--- src/rtl/a2km_pkg.sv ---
package a2km_pkg;

  // Matrix geometry.
  localparam int unsigned ROWS     = 8;
  localparam int unsigned COLS     = 5;
  localparam int unsigned MATRIX_W = ROWS * COLS;
  localparam int unsigned POS_W    = $clog2(MATRIX_W);

  // Host codes with special handling.
  localparam logic [7:0] KEY_BS     = 8'd8;
  localparam logic [7:0] KEY_LF     = 8'd10;
  localparam logic [7:0] KEY_CR     = 8'd13;
  localparam logic [7:0] KEY_ESC    = 8'd27;
  localparam logic [7:0] KEY_DEL    = 8'd127;
  localparam logic [7:0] KEY_UPPER_A = 8'h41;
  localparam logic [7:0] KEY_UPPER_Z = 8'h5A;
  localparam logic [7:0] CASE_OFFSET = 8'd32;

  // Fixed matrix positions, as row * COLS + column.
  localparam logic [POS_W-1:0] CAPS_POS  = POS_W'(0 * COLS + 0);
  localparam logic [POS_W-1:0] SYM_POS   = POS_W'(7 * COLS + 1);
  localparam logic [POS_W-1:0] ENTER_POS = POS_W'(6 * COLS + 0);
  localparam logic [POS_W-1:0] ZERO_POS  = POS_W'(4 * COLS + 0);

  // Two-entry queues on both sides of the back end.
  localparam int unsigned     QUEUE_DEPTH = 2;
  localparam int unsigned     QPTR_W      = $clog2(QUEUE_DEPTH);
  localparam int unsigned     QCNT_W      = $clog2(QUEUE_DEPTH + 1);
  localparam logic [QCNT_W-1:0] QUEUE_FULL_CNT = QCNT_W'(QUEUE_DEPTH);

  typedef struct packed {
    logic       func;
    logic [7:0] key_code;
    logic       is_press;
    logic       ctrl_held;
  } in_item_t;

  typedef struct packed {
    logic [MATRIX_W-1:0] matrix_bits;
    logic                was_mapped;
  } out_item_t;

  // Command handed from the decoder to the matrix update stage.
  typedef struct packed {
    logic                clear;
    logic                down;
    logic                mapped;
    logic [MATRIX_W-1:0] mask;
  } cmd_t;

  // Table entry: bit 7 valid, bit 6 needs symbol shift, bits 5..3 row, bits 2..0 column.
  function automatic logic [7:0] ke(input logic [2:0] row, input logic [2:0] col);
    ke = {2'b10, row, col};
  endfunction

  function automatic logic [7:0] ks(input logic [2:0] row, input logic [2:0] col);
    ks = {2'b11, row, col};
  endfunction

  function automatic logic [7:0] key_lut(input logic [6:0] code);
    unique case (code)
      7'h20: key_lut = ke(3'd7, 3'd0);
      7'h30: key_lut = ke(3'd4, 3'd0);
      7'h31: key_lut = ke(3'd3, 3'd0);
      7'h32: key_lut = ke(3'd3, 3'd1);
      7'h33: key_lut = ke(3'd3, 3'd2);
      7'h34: key_lut = ke(3'd3, 3'd3);
      7'h35: key_lut = ke(3'd3, 3'd4);
      7'h36: key_lut = ke(3'd4, 3'd4);
      7'h37: key_lut = ke(3'd4, 3'd3);
      7'h38: key_lut = ke(3'd4, 3'd2);
      7'h39: key_lut = ke(3'd4, 3'd1);
      7'h61: key_lut = ke(3'd1, 3'd0);
      7'h62: key_lut = ke(3'd7, 3'd4);
      7'h63: key_lut = ke(3'd0, 3'd3);
      7'h64: key_lut = ke(3'd1, 3'd2);
      7'h65: key_lut = ke(3'd2, 3'd2);
      7'h66: key_lut = ke(3'd1, 3'd3);
      7'h67: key_lut = ke(3'd1, 3'd4);
      7'h68: key_lut = ke(3'd6, 3'd4);
      7'h69: key_lut = ke(3'd5, 3'd2);
      7'h6A: key_lut = ke(3'd6, 3'd3);
      7'h6B: key_lut = ke(3'd6, 3'd2);
      7'h6C: key_lut = ke(3'd6, 3'd1);
      7'h6D: key_lut = ke(3'd7, 3'd2);
      7'h6E: key_lut = ke(3'd7, 3'd3);
      7'h6F: key_lut = ke(3'd5, 3'd1);
      7'h70: key_lut = ke(3'd5, 3'd0);
      7'h71: key_lut = ke(3'd2, 3'd0);
      7'h72: key_lut = ke(3'd2, 3'd3);
      7'h73: key_lut = ke(3'd1, 3'd1);
      7'h74: key_lut = ke(3'd2, 3'd4);
      7'h75: key_lut = ke(3'd5, 3'd3);
      7'h76: key_lut = ke(3'd0, 3'd4);
      7'h77: key_lut = ke(3'd2, 3'd1);
      7'h78: key_lut = ke(3'd0, 3'd2);
      7'h79: key_lut = ke(3'd5, 3'd4);
      7'h7A: key_lut = ke(3'd0, 3'd1);
      7'h21: key_lut = ks(3'd3, 3'd0);
      7'h22: key_lut = ks(3'd5, 3'd0);
      7'h23: key_lut = ks(3'd3, 3'd2);
      7'h24: key_lut = ks(3'd3, 3'd3);
      7'h25: key_lut = ks(3'd3, 3'd4);
      7'h26: key_lut = ks(3'd4, 3'd4);
      7'h27: key_lut = ks(3'd4, 3'd3);
      7'h28: key_lut = ks(3'd4, 3'd2);
      7'h29: key_lut = ks(3'd4, 3'd1);
      7'h2A: key_lut = ks(3'd7, 3'd4);
      7'h2B: key_lut = ks(3'd6, 3'd2);
      7'h2C: key_lut = ks(3'd7, 3'd3);
      7'h2D: key_lut = ks(3'd6, 3'd3);
      7'h2E: key_lut = ks(3'd7, 3'd2);
      7'h2F: key_lut = ks(3'd0, 3'd4);
      7'h3A: key_lut = ks(3'd0, 3'd1);
      7'h3B: key_lut = ks(3'd5, 3'd1);
      7'h3C: key_lut = ks(3'd2, 3'd3);
      7'h3D: key_lut = ks(3'd6, 3'd1);
      7'h3E: key_lut = ks(3'd2, 3'd4);
      7'h3F: key_lut = ks(3'd0, 3'd3);
      7'h40: key_lut = ks(3'd3, 3'd1);
      7'h5B: key_lut = ks(3'd5, 3'd4);
      7'h5C: key_lut = ks(3'd1, 3'd2);
      7'h5D: key_lut = ks(3'd5, 3'd3);
      7'h5E: key_lut = ks(3'd6, 3'd4);
      7'h5F: key_lut = ks(3'd4, 3'd0);
      7'h60: key_lut = ks(3'd0, 3'd2);
      7'h7B: key_lut = ks(3'd1, 3'd3);
      7'h7C: key_lut = ks(3'd1, 3'd1);
      7'h7D: key_lut = ks(3'd1, 3'd4);
      7'h7E: key_lut = ks(3'd1, 3'd0);
      default: key_lut = 8'h00;
    endcase
  endfunction

  // One-hot mask for a matrix position.
  function automatic logic [MATRIX_W-1:0] pos_mask(input logic [POS_W-1:0] pos);
    logic [MATRIX_W-1:0] m;
    m = '0;
    for (int i = 0; i < MATRIX_W; i++) begin
      m[i] = (pos == POS_W'(i));
    end
    pos_mask = m;
  endfunction

endpackage

--- src/rtl/a2km_front.sv ---
module a2km_front (
  input  a2km_pkg::in_item_t in_item,
  input  logic               push,
  input  logic               q_full,
  output logic               full,
  output logic               q_push,
  output a2km_pkg::cmd_t     q_cmd
);

  logic                            ignore;
  logic                            upper;
  logic [7:0]                      lc_code;
  logic [7:0]                      entry;
  logic [a2km_pkg::POS_W-1:0]      key_pos;
  logic [a2km_pkg::MATRIX_W-1:0]   key_mask;

  assign full   = q_full;
  assign q_push = push && !q_full;

  assign ignore  = in_item.ctrl_held || in_item.key_code[7] ||
                   (in_item.key_code == a2km_pkg::KEY_ESC);
  assign upper   = (in_item.key_code >= a2km_pkg::KEY_UPPER_A) &&
                   (in_item.key_code <= a2km_pkg::KEY_UPPER_Z);
  assign lc_code = upper ? (in_item.key_code + a2km_pkg::CASE_OFFSET) : in_item.key_code;
  assign entry   = a2km_pkg::key_lut(lc_code[6:0]);
  // Row times five plus column; the row term stays well inside six bits.
  assign key_pos = a2km_pkg::POS_W'({entry[5:3], 2'b00}) +
                   a2km_pkg::POS_W'(entry[5:3]) + a2km_pkg::POS_W'(entry[2:0]);

  always_comb begin
    key_mask = '0;
    if (entry[7]) begin
      key_mask = a2km_pkg::pos_mask(key_pos);
      if (entry[6]) begin
        key_mask = key_mask | a2km_pkg::pos_mask(a2km_pkg::SYM_POS);
      end
    end
    if (upper) begin
      key_mask = key_mask | a2km_pkg::pos_mask(a2km_pkg::CAPS_POS);
    end
  end

  always_comb begin
    q_cmd        = '0;
    q_cmd.down   = in_item.is_press;
    priority if (in_item.func) begin
      q_cmd.clear = 1'b1;
    end else if (ignore) begin
      q_cmd.mapped = 1'b0;
    end else if ((in_item.key_code == a2km_pkg::KEY_CR) ||
                 (in_item.key_code == a2km_pkg::KEY_LF)) begin
      q_cmd.mask   = a2km_pkg::pos_mask(a2km_pkg::ENTER_POS);
      q_cmd.mapped = 1'b1;
    end else if ((in_item.key_code == a2km_pkg::KEY_BS) ||
                 (in_item.key_code == a2km_pkg::KEY_DEL)) begin
      q_cmd.mask   = a2km_pkg::pos_mask(a2km_pkg::CAPS_POS) |
                     a2km_pkg::pos_mask(a2km_pkg::ZERO_POS);
      q_cmd.mapped = 1'b1;
    end else begin
      q_cmd.mask   = key_mask;
      q_cmd.mapped = entry[7];
    end
  end

endmodule

--- src/rtl/a2km_cmd_q.sv ---
module a2km_cmd_q (
  input  logic           clk,
  input  logic           rst_n,
  input  logic           q_push,
  input  a2km_pkg::cmd_t q_cmd,
  output logic           q_full,
  input  logic           q_pop,
  output logic           q_valid,
  output a2km_pkg::cmd_t q_head
);

  a2km_pkg::cmd_t                 slot_r [a2km_pkg::QUEUE_DEPTH];
  logic [a2km_pkg::QPTR_W-1:0]    wr_ptr_r, wr_ptr_nxt;
  logic [a2km_pkg::QPTR_W-1:0]    rd_ptr_r, rd_ptr_nxt;
  logic [a2km_pkg::QCNT_W-1:0]    cnt_r, cnt_nxt;
  logic                           do_pop;

  assign q_full  = (cnt_r == a2km_pkg::QUEUE_FULL_CNT);
  assign q_valid = (cnt_r != '0);
  assign q_head  = slot_r[rd_ptr_r];
  assign do_pop  = q_pop && q_valid;

  always_comb begin
    wr_ptr_nxt = q_push ? wr_ptr_r + 1'b1 : wr_ptr_r;
    rd_ptr_nxt = do_pop ? rd_ptr_r + 1'b1 : rd_ptr_r;
    cnt_nxt    = cnt_r + a2km_pkg::QCNT_W'(q_push) - a2km_pkg::QCNT_W'(do_pop);
  end

  always_ff @(posedge clk) begin
    if (!rst_n) begin
      wr_ptr_r <= '0;
      rd_ptr_r <= '0;
      cnt_r    <= '0;
    end else begin
      wr_ptr_r <= wr_ptr_nxt;
      rd_ptr_r <= rd_ptr_nxt;
      cnt_r    <= cnt_nxt;
    end
  end

  always_ff @(posedge clk) begin
    if (q_push) begin
      slot_r[wr_ptr_r] <= q_cmd;
    end
  end

endmodule

--- src/rtl/a2km_back.sv ---
module a2km_back (
  input  logic                clk,
  input  logic                rst_n,
  input  logic                q_valid,
  input  a2km_pkg::cmd_t      q_head,
  output logic                q_pop,
  output logic                empty,
  input  logic                pop,
  output a2km_pkg::out_item_t out_item
);

  logic [a2km_pkg::MATRIX_W-1:0]  matrix_r, matrix_nxt;
  a2km_pkg::out_item_t            res_r [a2km_pkg::QUEUE_DEPTH];
  logic [a2km_pkg::QPTR_W-1:0]    wr_ptr_r, wr_ptr_nxt;
  logic [a2km_pkg::QPTR_W-1:0]    rd_ptr_r, rd_ptr_nxt;
  logic [a2km_pkg::QCNT_W-1:0]    cnt_r, cnt_nxt;
  logic                           res_full;
  logic                           do_out;
  a2km_pkg::out_item_t            res_new;

  assign res_full = (cnt_r == a2km_pkg::QUEUE_FULL_CNT);
  assign empty    = (cnt_r == '0);
  assign out_item = res_r[rd_ptr_r];
  assign q_pop    = q_valid && !res_full;
  assign do_out   = pop && !empty;

  always_comb begin
    priority if (q_head.clear) begin
      matrix_nxt = '0;
    end else if (q_head.down) begin
      matrix_nxt = matrix_r | q_head.mask;
    end else begin
      matrix_nxt = matrix_r & ~q_head.mask;
    end
    res_new.matrix_bits = matrix_nxt;
    res_new.was_mapped  = q_head.mapped;
    wr_ptr_nxt = q_pop ? wr_ptr_r + 1'b1 : wr_ptr_r;
    rd_ptr_nxt = do_out ? rd_ptr_r + 1'b1 : rd_ptr_r;
    cnt_nxt    = cnt_r + a2km_pkg::QCNT_W'(q_pop) - a2km_pkg::QCNT_W'(do_out);
  end

  always_ff @(posedge clk) begin
    if (!rst_n) begin
      matrix_r <= '0;
      wr_ptr_r <= '0;
      rd_ptr_r <= '0;
      cnt_r    <= '0;
    end else begin
      if (q_pop) begin
        matrix_r <= matrix_nxt;
      end
      wr_ptr_r <= wr_ptr_nxt;
      rd_ptr_r <= rd_ptr_nxt;
      cnt_r    <= cnt_nxt;
    end
  end

  always_ff @(posedge clk) begin
    if (q_pop) begin
      res_r[wr_ptr_r] <= res_new;
    end
  end

endmodule

--- src/rtl/ascii_to_key_matrix.sv ---
// Channel   | Ports                          | Transaction when
// ----------+--------------------------------+---------------------------
// input     | push, full, in_item            | push high and full low
// result    | empty, pop, out_item           | pop high and empty low
//
// One transaction per cycle is sustained in both directions while results are popped
// as they appear. An accepted event is registered in the command queue, then its
// result is registered in the result queue, from which it can be popped.
// Reset (rst_n low, synchronous) clears the matrix and empties both queues.
// A stalled result side fills the result queue, then the command queue, and only
// then raises full; the decoder and the matrix update stall independently.
module ascii_to_key_matrix (
  input  logic                clk,
  input  logic                rst_n,
  input  logic                push,
  output logic                full,
  input  a2km_pkg::in_item_t  in_item,
  output logic                empty,
  input  logic                pop,
  output a2km_pkg::out_item_t out_item
);

  // Decoder output into the command queue.
  logic           q_push;
  a2km_pkg::cmd_t q_cmd;
  logic           q_full;

  // Command queue head, consumed by the matrix update stage.
  logic           q_valid;
  logic           q_pop;
  a2km_pkg::cmd_t q_head;

  // The front end turns each host event into a set/clear mask over the
  // 40 matrix bits, including the caps and symbol shift keys it implies.
  a2km_front u_front (
    .in_item (in_item),
    .push    (push),
    .q_full  (q_full),
    .full    (full),
    .q_push  (q_push),
    .q_cmd   (q_cmd)
  );

  // A short queue decouples decoding from the matrix update.
  a2km_cmd_q u_cmd_q (
    .clk     (clk),
    .rst_n   (rst_n),
    .q_push  (q_push),
    .q_cmd   (q_cmd),
    .q_full  (q_full),
    .q_pop   (q_pop),
    .q_valid (q_valid),
    .q_head  (q_head)
  );

  // The back end holds the matrix, applies each command and queues the
  // whole matrix with the mapped flag as the result.
  a2km_back u_back (
    .clk      (clk),
    .rst_n    (rst_n),
    .q_valid  (q_valid),
    .q_head   (q_head),
    .q_pop    (q_pop),
    .empty    (empty),
    .pop      (pop),
    .out_item (out_item)
  );

endmodule
--- config.mk ---
export PLATFORM = sky130hd
export DESIGN_NAME = ascii_to_key_matrix
export DESIGN_NICKNAME = d
export VERILOG_FILES = /design/src/rtl/a2km_pkg.sv /design/src/rtl/a2km_front.sv /design/src/rtl/a2km_cmd_q.sv /design/src/rtl/a2km_back.sv /design/src/rtl/ascii_to_key_matrix.sv
export SDC_FILE = /design/constraint.sdc
export NUM_CORES = 1
export LEC_CHECK = 0
export ABC_AREA = 1
export BUFFER_PORTS_ARGS = -buffer_cell sky130_fd_sc_hd__buf_4
export CORE_MARGIN = 2
export CORE_UTILIZATION = 51
export CTS_CLUSTER_SIZE = 28
export DETAILED_ROUTE_END_ITERATION = 10
export GPL_TIMING_DRIVEN = 1
export PLACE_DENSITY = 0.69
export SYNTH_ARGS = -nofsm -noshare
export SYNTH_HDL_FRONTEND = slang
export SYNTH_SLANG_ARGS = --single-unit
--- constraint.sdc ---
create_clock -name clk -period 10.5 [get_ports clk]
set_input_delay 0.525 -clock clk [delete_from_list [all_inputs] [get_ports clk]]
set_output_delay 0.525 -clock clk [all_outputs]
set_load 0.1 [all_outputs]
After elaboration in Yosys (flattened, before gate mapping)
Memories as Yosys holds them, arrays and structs flattened. A register that Yosys moved wholly into a read port is not among the register bits.
Cells that the tools add are included.
- register bits: 48
- memory bits (writable): 168
- bits in read-only memories: 1024
- input bits: 15
- output and inout bits: 43
- word-level logic and storage cells: 107
- memories: 3
- add/sub/neg operators: 11
- order comparisons: 2
- equal/unequal tests: 46
- mux-type cells: 20
- bitwise logic cells: 3
- reductions and logical operators: 15
- memories (memory ; depth ; bits a word ; rd ports ; clocked after memory_dff ; wr ports ; RTL line ; RTL):
    (no name shown) ; 128 ; 8 ; 1 ; 0 ; 0 ; a2km_pkg.sv:61 ; unique case (code)
    u_cmd_q.slot_r ; 2 ; 43 ; 1 ; 1 ; 1 ; a2km_cmd_q.sv:12 ; a2km_pkg::cmd_t slot_r [a2km_pkg::QUEUE_DEPTH];
    u_back.res_r ; 2 ; 41 ; 1 ; 1 ; 1 ; a2km_back.sv:13 ; a2km_pkg::out_item_t res_r [a2km_pkg::QUEUE_DEPTH];
- operators with widths (kind ; count):
    2-to-1 mux 40 bit ; 4
    2-to-1 mux 41 bit ; 3
    == test 6 x 5 -> 1 bit, second input constant ; 16
    == test 6 x 4 -> 1 bit, second input constant ; 8
    == test 6 bit, second input constant ; 8
    bitwise AND 40 bit ; 1
    inverter 40 bit ; 1
    OR 40 bit ; 1
    2-to-1 mux 37 bit ; 1
    == test 6 x 3 -> 1 bit, second input constant ; 4
    == test 8 x 4 -> 1 bit, second input constant ; 3
    == test 6 x 2 -> 1 bit, second input constant ; 2
    2-to-1 mux 1 bit ; 11
    == test 8 x 5 -> 1 bit, second input constant ; 1
    == test 8 x 7 -> 1 bit, second input constant ; 1
    >= comparator 8 x 7 -> 1 bit, second input constant ; 1
    less-or-equal comparator 8 x 7 -> 1 bit, second input constant ; 1
    adder 7 x 6 -> 7 bit, second input constant ; 1
    2-to-1 mux 7 bit ; 1
    adder 5 x 3 -> 6 bit ; 1
    adder 6 x 3 -> 6 bit ; 1
    == test 6 x 1 -> 1 bit, second input constant ; 1
    logical NOT 6 bit ; 1
    logical AND 1 bit ; 5
    8 further kinds ; 19

Longest topological paths before layout
Gate-level depths: netlist of the first run.
An unclocked memory read counts as a cell.
- depth in word-level cells: 14
- gate-level depth with buffers: 25
- depth with buffers taken out: 23

Cells and area by module
From an unflattened synthesis of the first run, not the netlist that was laid out.
- cell total of the unflattened synthesis: 1121
- area, all modules: 11005.6 um^2
- by module, submodules not included (module ; instances ; cells each ; area an instance (um^2) ; sequential area each (um^2)):
    a2km_back ; 1 ; 632 ; 5753.0 ; 3363.2
    a2km_cmd_q ; 1 ; 171 ; 3549.7 ; 2682.6
    a2km_front ; 1 ; 318 ; 1702.9 ; 0.0

Worst setup path after synthesis of the first run
No wires, ideal clock.
- kind: input port to flip-flop
- start: input in_item[3] (netlist bit)
- end: memory u_cmd_q.slot_r[0][20] (netlist bit), data pin
- library setup time: 0.157 ns
- data arrival time: 4.001 ns
- required time: 10.343 ns
- slack: 6.342 ns
- stages on the path: 23
- path buffers: 1
- cell sequence: inv_1 -> ha_1 -> inv_1 -> nand4_1 -> nand3_4 -> nand2_4 -> buf_6 -> inv_1 -> nor2_1 -> inv_1 -> o22ai_1 -> inv_1 -> fa_1 -> inv_1 -> fa_1 -> or2_2 -> nand2_1 -> inv_1 -> nor2_1 -> nand2_1 -> a21oi_1 -> nand3_1 -> a21oi_1
- RTL lines (item ; RTL line ; RTL):
    start, declared ; ascii_to_key_matrix.sv:17 ; input a2km_pkg::in_item_t in_item,
    end, declared ; a2km_cmd_q.sv:12 ;

==> results of run 1 <==
==> synth_stat cells, types with 2 or more instances <==
library cell / count
nor2_2: 4
nand2_1: 186
nand3_4: 2
buf_2: 2
a221oi_1: 2
buf_1: 3
nand2_4: 6
nor2_4: 2
fa_1: 2
clkbuf_1: 33
a32oi_1: 2
edfxtp_1: 168
dfxtp_1: 50
nor3_4: 3
a21oi_1: 63
xor2_1: 2
nand3_1: 23
o2111ai_1: 2
nor3_1: 3
nor2_1: 142
o21ai_0: 107
or2_2: 2
o22ai_1: 4
o211ai_1: 5
nand2_2: 9
nand3_2: 2
buf_4: 3
buf_6: 7
a31oi_1: 3
nand4_1: 6
mux2_2: 41
mux2i_1: 2
inv_1: 50
inv_2: 6
ha_1: 16
==> area by class of cell <==
class	count	share of cell area (%)
Clock inverter	11	1.41
Clock buffer	29	5.39
Sequential cell	218	52.8
Tap cell	265	2.89
Timing Repair Buffer	67	4.39
Multi-Input combinational cell	651	31.2
Inverter	58	1.99
==> layer usage <==
layer	up-vias	track usage (%)	share of wire (%)
met5	-	0	0
met4	0	7.15	2.5
met3	40	2.58	5.9
met2	260	35.2	48
met1	3338	28.6	44
li1	3438	-	-
==> registers in the layout, indices dropped and copies added (netlist names), named ones only <==
name	flops
u_cmd_q.cnt_r	2
u_back.rd_ptr_r	1
u_back.wr_ptr_r	1
u_back.matrix_r	40
u_cmd_q.wr_ptr_r	1
u_back.res_r	82
u_back.cnt_r	2
u_cmd_q.slot_r	86
u_cmd_q.rd_ptr_r	1
==> logic make-up (layout without fill, tap and decap cells) <==
group           count (synthesis)  count (layout)
buf+inv                       106             165
xor+xnor                        2               2
simple gates                  392             392
mux                            43              43
compound gates                196             196
fa+ha+maj                      18              18
flops                         218             218
==> final timing paths <==
path	end	depth (start not counted)	slack, ns
setup reg to reg	u_cmd_q.cnt_r[1]	8	8.14
hold reg to reg	register	1	0.45
hold / removal	u_cmd_q.slot_r[0][41]	1	0.23
setup / recovery	u_cmd_q.slot_r[1][20]	23	6.32
==> metrics by stage <==
| stage | hold slack, ns | instances | worst slack [ns] | util [%] | instance area, µm² |
|---|---|---|---|---|---|
| after floorplan | 0.426 | 975 | 6.34 | - | 10000 |
| after global placement | 0.427 | 1259 | 5.96 | 55.1 | 10700 |
| after detailed placement | 0.434 | 1259 | 5.84 | 55.1 | 10700 |
| after CTS | 0.207 | 1299 | 6.34 | 59.1 | 11500 |
| after global routing | 0.212 | 1299 | 5.80 | 59.1 | 11500 |
| final | 0.226 | 1299 | 6.32 | 59.1 | 11500 |
==> results.md, run 1 <==
* Routed vias/inst at around 5.4
* Gr ovfl total at 0
* CTS H-Tree Depth at 1
* DRT antenna net count at 0
* Area grow syn2layout at 14.2%
* CP Capture Type: register
* Arrival time worst endpoint at approximately 4.5 ns
* GPL Wtd Cong at 0.905
* Clk_lat worst skew at about 0.5 ns
* Synthesized area at about 10000 µm²
* IO Port Bufs at 57
* Syn Area/Cell at approximately 10 µm²
* Final setup fails at 0
* EDFF count, synth at between 150 and 200
* Critical Path RT at ~11 ns
* Crit path kind: primary input to register
* Post-synthesis mux area share at under 10%
* Fmax at approximately 240 MHz
* Vias at 7076
* Largest family of logic cells by synthesized area: simple AND/OR/NAND/NOR gates
* Pin count of the biggest net entering global routing at 49
* DR iter-0 viols at 465
* Clock sink count at between 200 and 250
* Tot GR Track Use at roughly a fifth
* CP Launch Point: in_item[3]
* Most frequent CP cell: inv_1
* Core region area at slightly below 20000 µm²
* Seq/Total Area, Yosys at about three fifths
* Setup TNS at 0 ns
* Synth Area in Compound Gates at about a tenth
* Post-synth top area share at 50.3%
* Most frequent cells in the layout: nand2_1 (186), edfxtp_1 (168), nor2_1 (138), o21ai_0 (107), buf_4 (67)
* Hold_buf cts at 0
* Status: finished clean
* Max Cap Viol at 0
* Worst r2r src: u_cmd_q.cnt_r[1]
* NumNets Final at 1051
* WL final at between 20000 and 25000 µm
* Sequence of cells on the critical path: buf_4 -> inv_1 -> ha_1 -> inv_1 -> nand4_1 -> nand3_4 -> nand2_4 -> inv_1 -> nor2_1 -> inv_1 -> o22ai_1 -> inv_1 -> fa_1 -> inv_1 -> fa_1 -> or2_2 -> nand2_1 -> inv_1 -> nor2_1 -> nand2_1 -> a21oi_1 -> nand3_1 -> a21oi_1
* FFs w/ async S/R, synth at 0%
* Clock buffer depth at 3
* Hold Crit Class: primary input to register
* Root Buffer: clkbuf_16
* Final worst-path cycle share at between 30% and 40%
* Min-Delay Startpoint: in_item[1]
* Sequential cell area at between 6000 and 7000 µm²
* Synth Flop Type: edfxtp_1
* Antenna cells at 0
* Simple-Gate Fraction of Synth Area at approximately 17%
* Num rows at 51
* Die X at about 140 µm
* CTS resizes at 0
* Synthesized instance count at 975
* Final Skew at roughly 0.018 ns
* IO Count at slightly below 60
* Multi-input logic area at 3570 µm²
* Crit path max fanout at 15
* Synth Register Bits at between 200 and 250
* Most common cell after layout, fill and taps aside: nand2_1
* Synth Area in Adders at roughly 2.4%
* Filler instances at 1600
* Crit path max-delay family: simple AND/OR/NAND/NOR gates
* Post-CTS setup buffers at 0
* Drt wl/cell at around 17 µm
* Tightest Pin Transition at slightly above 1 ns
* Area leader, netlist: edfxtp_1
* Share of cells above drive strength 1 at approximately a fifth
* DRC at 0
* Final min period at roughly 4.2 ns
* Net Count, Synth at about 1000
* Worst Path Buf+Inv at 8
* Rel. slew slack at 30.0%
* CP peak stage delay at 0.53 ns
* Die height at around 140 µm
* CTS clk-pin slew, worst paths at 0.06 ns
* First-pass GRT wire length at 34300 µm
* Vias in the first global route at around 6500
* Initial antenna violation count at 0
* Fin. Hold Viols at 0
* Post-synth cell types at 47
* Synth Area in XOR/XNOR at less than 1%
* RSZ-0062 raised after global routing: no
* TritonCTS buffer count at 22
* Synth warnings at 0
* Final slew viol count at 0
* CP startpoint kind: primary input
* CTS tree: done
* Critical-path top delay cell: fa_1
* HPWL Detailed at 13800 µm
* Starting Density at about half
* Die area at between 20000 and 25000 µm²
* DR pass1 iterations at 5
* Synth area leaders: edfxtp_1 (50%), dfxtp_1 (10%), nand2_1 (7.0%)
Power of run 1 is left out: the tool's default activity adds up to more than one toggle a clock period on the data nets, which glitch-free logic cannot reach.
==> run 2, diff against run 1 <==
Clock period 10.5 ns to 4.1 ns, I/O delays scaled along.
==> run 2 against run 1 <==
Effect of this change: register-to-register slack worse by 6.4 ns; setup slack worse by 5.9 ns; design area is 0.23% higher; cell count is 0.85% higher; wire length is 4.2% higher; global-route usage is 0.48 points higher; sequential share of layout area is 0.12 points lower; utilization is 0.14 points higher; hold slack worse by 0.13 ns; sequential cell count stayed put; critical endpoint is now u_cmd_q.slot_r[0][20]; highest routed layer unchanged.
==> results.md, run 2 (synthesis results as in run 1) <==
* Final Skew at 0.00834 ns (-0.00971 ns)
* Final min period at 3.66 ns
* Min-Delay Startpoint: pop
* Sequence of cells on the critical path: buf_4 -> inv_1 -> ha_1 -> inv_1 -> nand4_1 -> nand3_4 -> nand2_4 -> inv_1 -> nor2_1 -> inv_1 -> o22ai_1 -> inv_1 -> fa_1 -> inv_1 -> fa_1 -> or2_2 -> nand2_1 -> inv_1 -> nor2_1 -> nand2_1 -> a21oi_1 -> nand3_1 -> a21oi_1
* Post-CTS setup buffers at 0 (unchanged)
* CP startpoint kind: primary input
* FF-to-FF setup slack at 1.70 ns (-6.44 ns)
* RSZ-0062 raised after global routing: no
* CTS resizes at 0 (unchanged)
* IO Port Bufs at 57 (unchanged)
* Status: finished clean
* Die area at 20800 µm² (unchanged)
* Final setup fails at 0 (unchanged)
* Worst reg2reg path depth at 3 (-5)
* HPWL Detailed at 15100 µm (+9.1%)
* PnR worst setup slack at 0.445 ns (-5.88 ns)
* Fin. Hold Viols at 0 (unchanged)
* Final slew viol count at 0 (unchanged)
* Most frequent cells in the layout: nand2_1 (186), edfxtp_1 (168), nor2_1 (138), o21ai_0 (107), buf_4 (76)
* CTS clk-pin slew, worst paths at 0.06 ns (about the same)
* Critical-path top delay cell: fa_1
* Max reg flops at 86 (unchanged)
* CTS tree: done
* Hold path depth at 4 (+3)
* Pin count of the biggest net entering global routing at 49 (unchanged)
* Drt wl/cell at 17.2 µm (+3.3%)
* Biggest regs: u_cmd_q.slot_r: 86 flops, u_back.res_r: 82 flops, u_back.matrix_r: 40 flops
* Most frequent CP cell: inv_1
* Crit path max fanout at 10 (-5)
* Antenna cells at 0 (unchanged)
* Fmax at ~270 MHz
* Die X at 144 µm (unchanged)
* Post-place setup slack at -0.0473 ns (-5.89 ns)
* Gr ovfl total at 0 (unchanged)
* WL final at 22500 µm (+4.2%)
* DRC at 0 (unchanged)
* CTS H-Tree Depth at 1 (unchanged)
* RR Endpoint: u_cmd_q.slot_r[0][17]
* Most common cell after layout, fill and taps aside: nand2_1
* CP Capture Type: register
* Arrival time worst endpoint at 3.98 ns (-0.52 ns)
* Final worst-path cycle share at between 80 and 90%
* Area grow syn2layout at 14.5%
* CP peak stage delay at 0.53 ns (about the same)
* NumNets Final at 1062 (+1.0%)
* Die height at 144 µm (unchanged)
* Starting Density at 51.7% (unchanged)
* Core region area at 19400 µm² (unchanged)
* Vias at 7139 (+0.89%)
* Clock sink count at 218 (unchanged)
* Vias in the first global route at 6823 (+4.7%)
* Routed vias/inst at 5.45 (about the same)
* Crit path kind: primary input to register
* IO Count at 58 (unchanged)
* Hold Crit Class: primary input to register
* Tot GR Track Use at 21.5% (+0.48 points)
* Worst r2r src: u_cmd_q.cnt_r[0]
* First-pass GRT wire length at 35500 µm (+3.5%)
* GPL Wtd Cong at 0.911 (+0.70%)
* Initial antenna violation count at 0 (unchanged)
* DRT antenna net count at 0 (unchanged)
* Tightest Pin Transition at 1.03 ns (-0.00558 ns)
* Reg with most FFs: u_cmd_q.slot_r
* Clk_lat worst skew at 0.50 ns (about the same)
* Hold_buf cts at 2 (+2)
* Root Buffer: clkbuf_16
* Rel. slew slack at 30.9% (+0.94 points)
* Num rows at 51 (unchanged)
* DR iter-0 viols at 531 (+14%)
* Worst Path Buf+Inv at 8 (unchanged)
* Clock buffer depth at 3 (unchanged)
* TritonCTS buffer count at 22 (unchanged)
* Share of cells above drive strength 1 at 18.9% (+0.28 points)
* DR pass1 iterations at 5 (unchanged)
* Crit path max-delay family: simple AND/OR/NAND/NOR gates
* Max Cap Viol at 0 (unchanged)
* Critical Path RT at 4.42 ns (-6.40 ns)
## run 2: cell count changes in the layout (fill, tap and decap cells not counted)
cell,previous run,this run
clkinv_1,2,5
dlygate4sd3_1,0,2
clkinvlp_4,2,1
buf_4,67,76
inv_6,1,0
bufinv_16,4,2
clkbuf_1,4,5
## run 2: how the worst max path moves through the flow
stage | end | slack, ns | cells after the start | from
after floorplan | u_cmd_q.slot_r[0][20] | 0.26 | 23 | in_item[3]
after global placement | u_cmd_q.slot_r[0][30] | 0.13 | 22 | in_item[3]
after detailed placement | u_cmd_q.slot_r[1][20] | -0.05 | 23 | in_item[3]
after CTS | u_cmd_q.slot_r[0][20] | 0.46 | 23 | in_item[3]
after global routing | u_cmd_q.slot_r[0][30] | 0.01 | 23 | in_item[3]
final | u_cmd_q.slot_r[0][20] | 0.44 | 23 | in_item[3]
## run 2: area by class of cell
class                           count  area [µm²]
Clock inverter                     10        96.3
Clock buffer                       30         622
Sequential cell                   218        6050
Fill cell                        1653        7910
Timing Repair Buffer               78         591
Multi-Input combinational cell    651        3570
Tap cell                          265         332
Inverter                           58         228
## run 2: through the flow
step                area, µm²  hold slack [ns]  util [%]  cells  setup TNS, ns
detailed placement      10800            0.406      55.4   1268         -0.156
global route            11500            0.117      59.2   1310              0
finish                  11500           0.0960      59.2   1310              0
floorplan               10000            0.304         -    975              0
CTS                     11500           0.0837      59.2   1310              0
global placement        10800            0.412      55.4   1268              0
## run 2: worst reg2reg max path: cells and delay by family, from the launching register on
kind                   cells  cell delay [ns]
buffers and inverters      1             0.38
flip-flops                 1             0.41
AO/OA/AOI/OAI              1             0.39
AND/OR/NAND/NOR            1             0.92
## run 2: metal layers
layer / GRT usage [%] / vias up / routed length, µm
met5: 0 / - / 0
met4: 6.03 / 0 / 478
met3: 2.32 / 39 / 1050
met2: 36.9 / 223 / 11000
met1: 29.2 / 3412 / 9900
li1: - / 3465 / -
Power of run 2 is left out for the same reason.
==> run 3, diff against run 2 <==
Settings changed: CAP_MARGIN set to 20.
Clock period 4.1 ns to 3.7 ns, I/O delays scaled along.
==> run 3 against run 2 <==
Effect of this change: global-route usage shrank 0.19 points; non-clock buffer count grew 31; wire length is 1.7% lower; first-iteration DRC count down 6.0%; sequential cell count stayed put; setup slack worse by 0.10 ns; clock skew rose by 0.020 ns; critical endpoint is now u_cmd_q.slot_r[1][4]; hold slack lost 0.025 ns; die area unchanged.
==> results.md, run 3 (synthesis results as in run 1) <==
* Fmax at roughly 300 MHz
* Rel. slew slack at 31.5% (+0.52 points)
* Gr ovfl total at 0 (unchanged)
* Final setup fails at 0 (unchanged)
* Clock sink count at 218 (unchanged)
* Sequence of cells on the critical path: buf_4 -> inv_1 -> ha_1 -> inv_1 -> nand2_1 -> nand3_1 -> nand3_1 -> nand2_1 -> a22oi_1 -> o22ai_1 -> inv_1 -> fa_1 -> inv_1 -> fa_1 -> or2_2 -> nand2_1 -> inv_1 -> nor2_4 -> nand2_1 -> nor3_1 -> buf_4
* Clock buffer depth at 3 (unchanged)
* Vias at 7198 (+0.83%)
* Share of cells above drive strength 1 at 22.2% (+3.3 points)
* Num rows at 51 (unchanged)
* Vias in the first global route at 6922 (+1.5%)
* Die height at 144 µm (unchanged)
* Status: finished clean
* CTS clk-pin slew, worst paths at 0.06 ns (about the same)
* Fin area at 11800 µm² (+2.3%)
* CP Capture Type: register
* TritonCTS buffer count at 22 (unchanged)
* DRC at 0 (unchanged)
* Biggest regs: u_cmd_q.slot_r: 86 flops, u_back.res_r: 82 flops, u_back.matrix_r: 40 flops
* HPWL Detailed at 15000 µm (-0.44%)
* Routed vias/inst at 5.37 (-1.5%)
* Reg with most FFs: u_cmd_q.slot_r
* Die area at 20800 µm² (unchanged)
* Filler instances at 1630 (-1.4%)
* CP peak stage delay at 0.53 ns (about the same)
* Starting Density at 51.7% (unchanged)
* CP startpoint kind: primary input
* Clk_lat worst skew at 0.51 ns (about the same)
* CTS H-Tree Depth at 1 (unchanged)
* Setup TNS at 0 ns (unchanged)
* Root Buffer: clkbuf_16
* Worst reg2reg path depth at 8 (+5)
* Critical-path top delay cell: fa_1
* Tot GR Track Use at 21.3% (-0.19 points)
* Hold Crit Class: primary input to register
* IO Count at 58 (unchanged)
* Placed Area at 11000 µm² (+2.5%)
* Worst Path Buf+Inv at 7 (-1)
* DR pass1 iterations at 7 (+2)
* Max Cap Viol at 0 (unchanged)
* Area grow syn2layout at 17.1%
* Most frequent cells in the layout: nand2_1 (186), edfxtp_1 (168), nor2_1 (135), o21ai_0 (107), buf_4 (105)
* CTS tree: done
* Final worst-path cycle share at about nine tenths
* Arrival time worst endpoint at 3.74 ns (-0.24 ns)
* Tightest Pin Transition at 1.03 ns (-0.00531 ns)
* Die X at 144 µm (unchanged)
* Most frequent CP cell: inv_1
* First-pass GRT wire length at 35100 µm (-1.1%)
* Max reg flops at 86 (unchanged)
* Drt wl/cell at 16.5 µm (-4.0%)
* Antenna cells at 0 (unchanged)
* NumNets Final at 1093 (+2.9%)
* Final Skew at 0.0279 ns (+0.0196 ns)
* Worst hold slack at 0.0710 ns (-0.0250 ns)
* Leak pwr at ~4.7 nW
* IO Port Bufs at 57 (unchanged)
* Crit path kind: primary input to register
* Crit path max-delay family: adder cells
* Initial antenna violation count at 0 (unchanged)
* Pwr/cell area at roughly 970 nW/µm²
* Most common cell after layout, fill and taps aside: nand2_1
* Worst path depth at 21 (-8.7%)
* Core region area at 19400 µm² (unchanged)
* Crit path max fanout at 6 (-4)
* GPL Wtd Cong at 0.909 (-0.25%)
* Peak supply drop at roughly 0.50 mV
* Final min period at 3.36 ns
* Final slew viol count at 0 (unchanged)
* DR iter-0 viols at 499 (-6.0%)
* Pin count of the biggest net entering global routing at 49 (unchanged)
* DRT antenna net count at 0 (unchanged)
* RSZ-0062 raised after global routing: no
* Critical Path RT at 4.08 ns (-0.34 ns)
* Fin. Hold Viols at 0 (unchanged)
* WL final at 22100 µm (-1.7%)
* Hold path depth at 4 (unchanged)
## run 3: changes by cell type in the layout (fill, tap and decap cells not counted), sizes merged
| cell | change |
|---|---|
| buf | +31 |
| clkinv | +2 |
| inv | +1 |
| clkinvlp | +1 |
| clkbuf | -3 |
| bufinv | -1 |
## run 3: routing by layer
layer / global-route usage [%] / wire [µm]
met5: 0 / 0
met1: 28.1 / 9590
met4: 7.72 / 606
met3: 2.72 / 1030
met2: 36.4 / 10900
## run 3: final cells by class
cell class / count / area (µm²) / area share [%]
Clock buffer: 27 / 599 / 5.10
Multi-Input combinational cell: 651 / 3590 / 30.5
Sequential cell: 218 / 6050 / 51.5
Timing Repair Buffer: 109 / 848 / 7.22
Clock inverter: 13 / 108 / 0.916
Tap cell: 265 / 332 / 2.82
Inverter: 58 / 228 / 1.94
## run 3: power breakdown
group,internal (W),total (W),switching [W]
clock network,0.00123,0.00212,0.000894
logic,0.00128,0.00533,0.00404
registers,0.00363,0.00390,0.000275
## run 3: worst reg2reg max path: stages, from the launching register on
cell and delay (ns):
dfxtp_1 0.41, inv_1 0.07, o21ai_0 0.76, ha_1 0.37, inv_1 0.06, ha_1 0.15
xor2_1 0.19, o21ai_0 0.11, a21oi_1 0.15
## run 3: timing repair
item,in CTS,in global routing
setup buffers,0,0
endpoints found under the setup margin,0,0
gates resized for setup,0,0
endpoints found under the hold margin,4,0
hold buffers,2,0
## run 3: metrics by stage
stage / total power [W] / worst slack [ns] / cells / utilization (%)
floorplan: 0.00801 / -0.00868 / 975 / -
global placement: 0.00917 / -0.162 / 1299 / 56.8
detailed placement: 0.00928 / -0.182 / 1299 / 56.8
CTS: 0.0114 / 0.334 / 1341 / 60.6
global route: 0.0119 / 0.0588 / 1341 / 60.6
finish: 0.0114 / 0.344 / 1341 / 60.6
## run 3: final timing paths
| check | startpoint | end | slack, ns |
|---|---|---|---|
| max | in_item[2] | u_cmd_q.slot_r[1][4] | 0.34 |
| min | pop | register | 0.07 |
| max reg2reg | u_cmd_q.cnt_r[1] | u_cmd_q.cnt_r[1] | 1.36 |
| min reg2reg | u_back.rd_ptr_r | register | 0.45 |
Power figures use the tool's default switching activity.
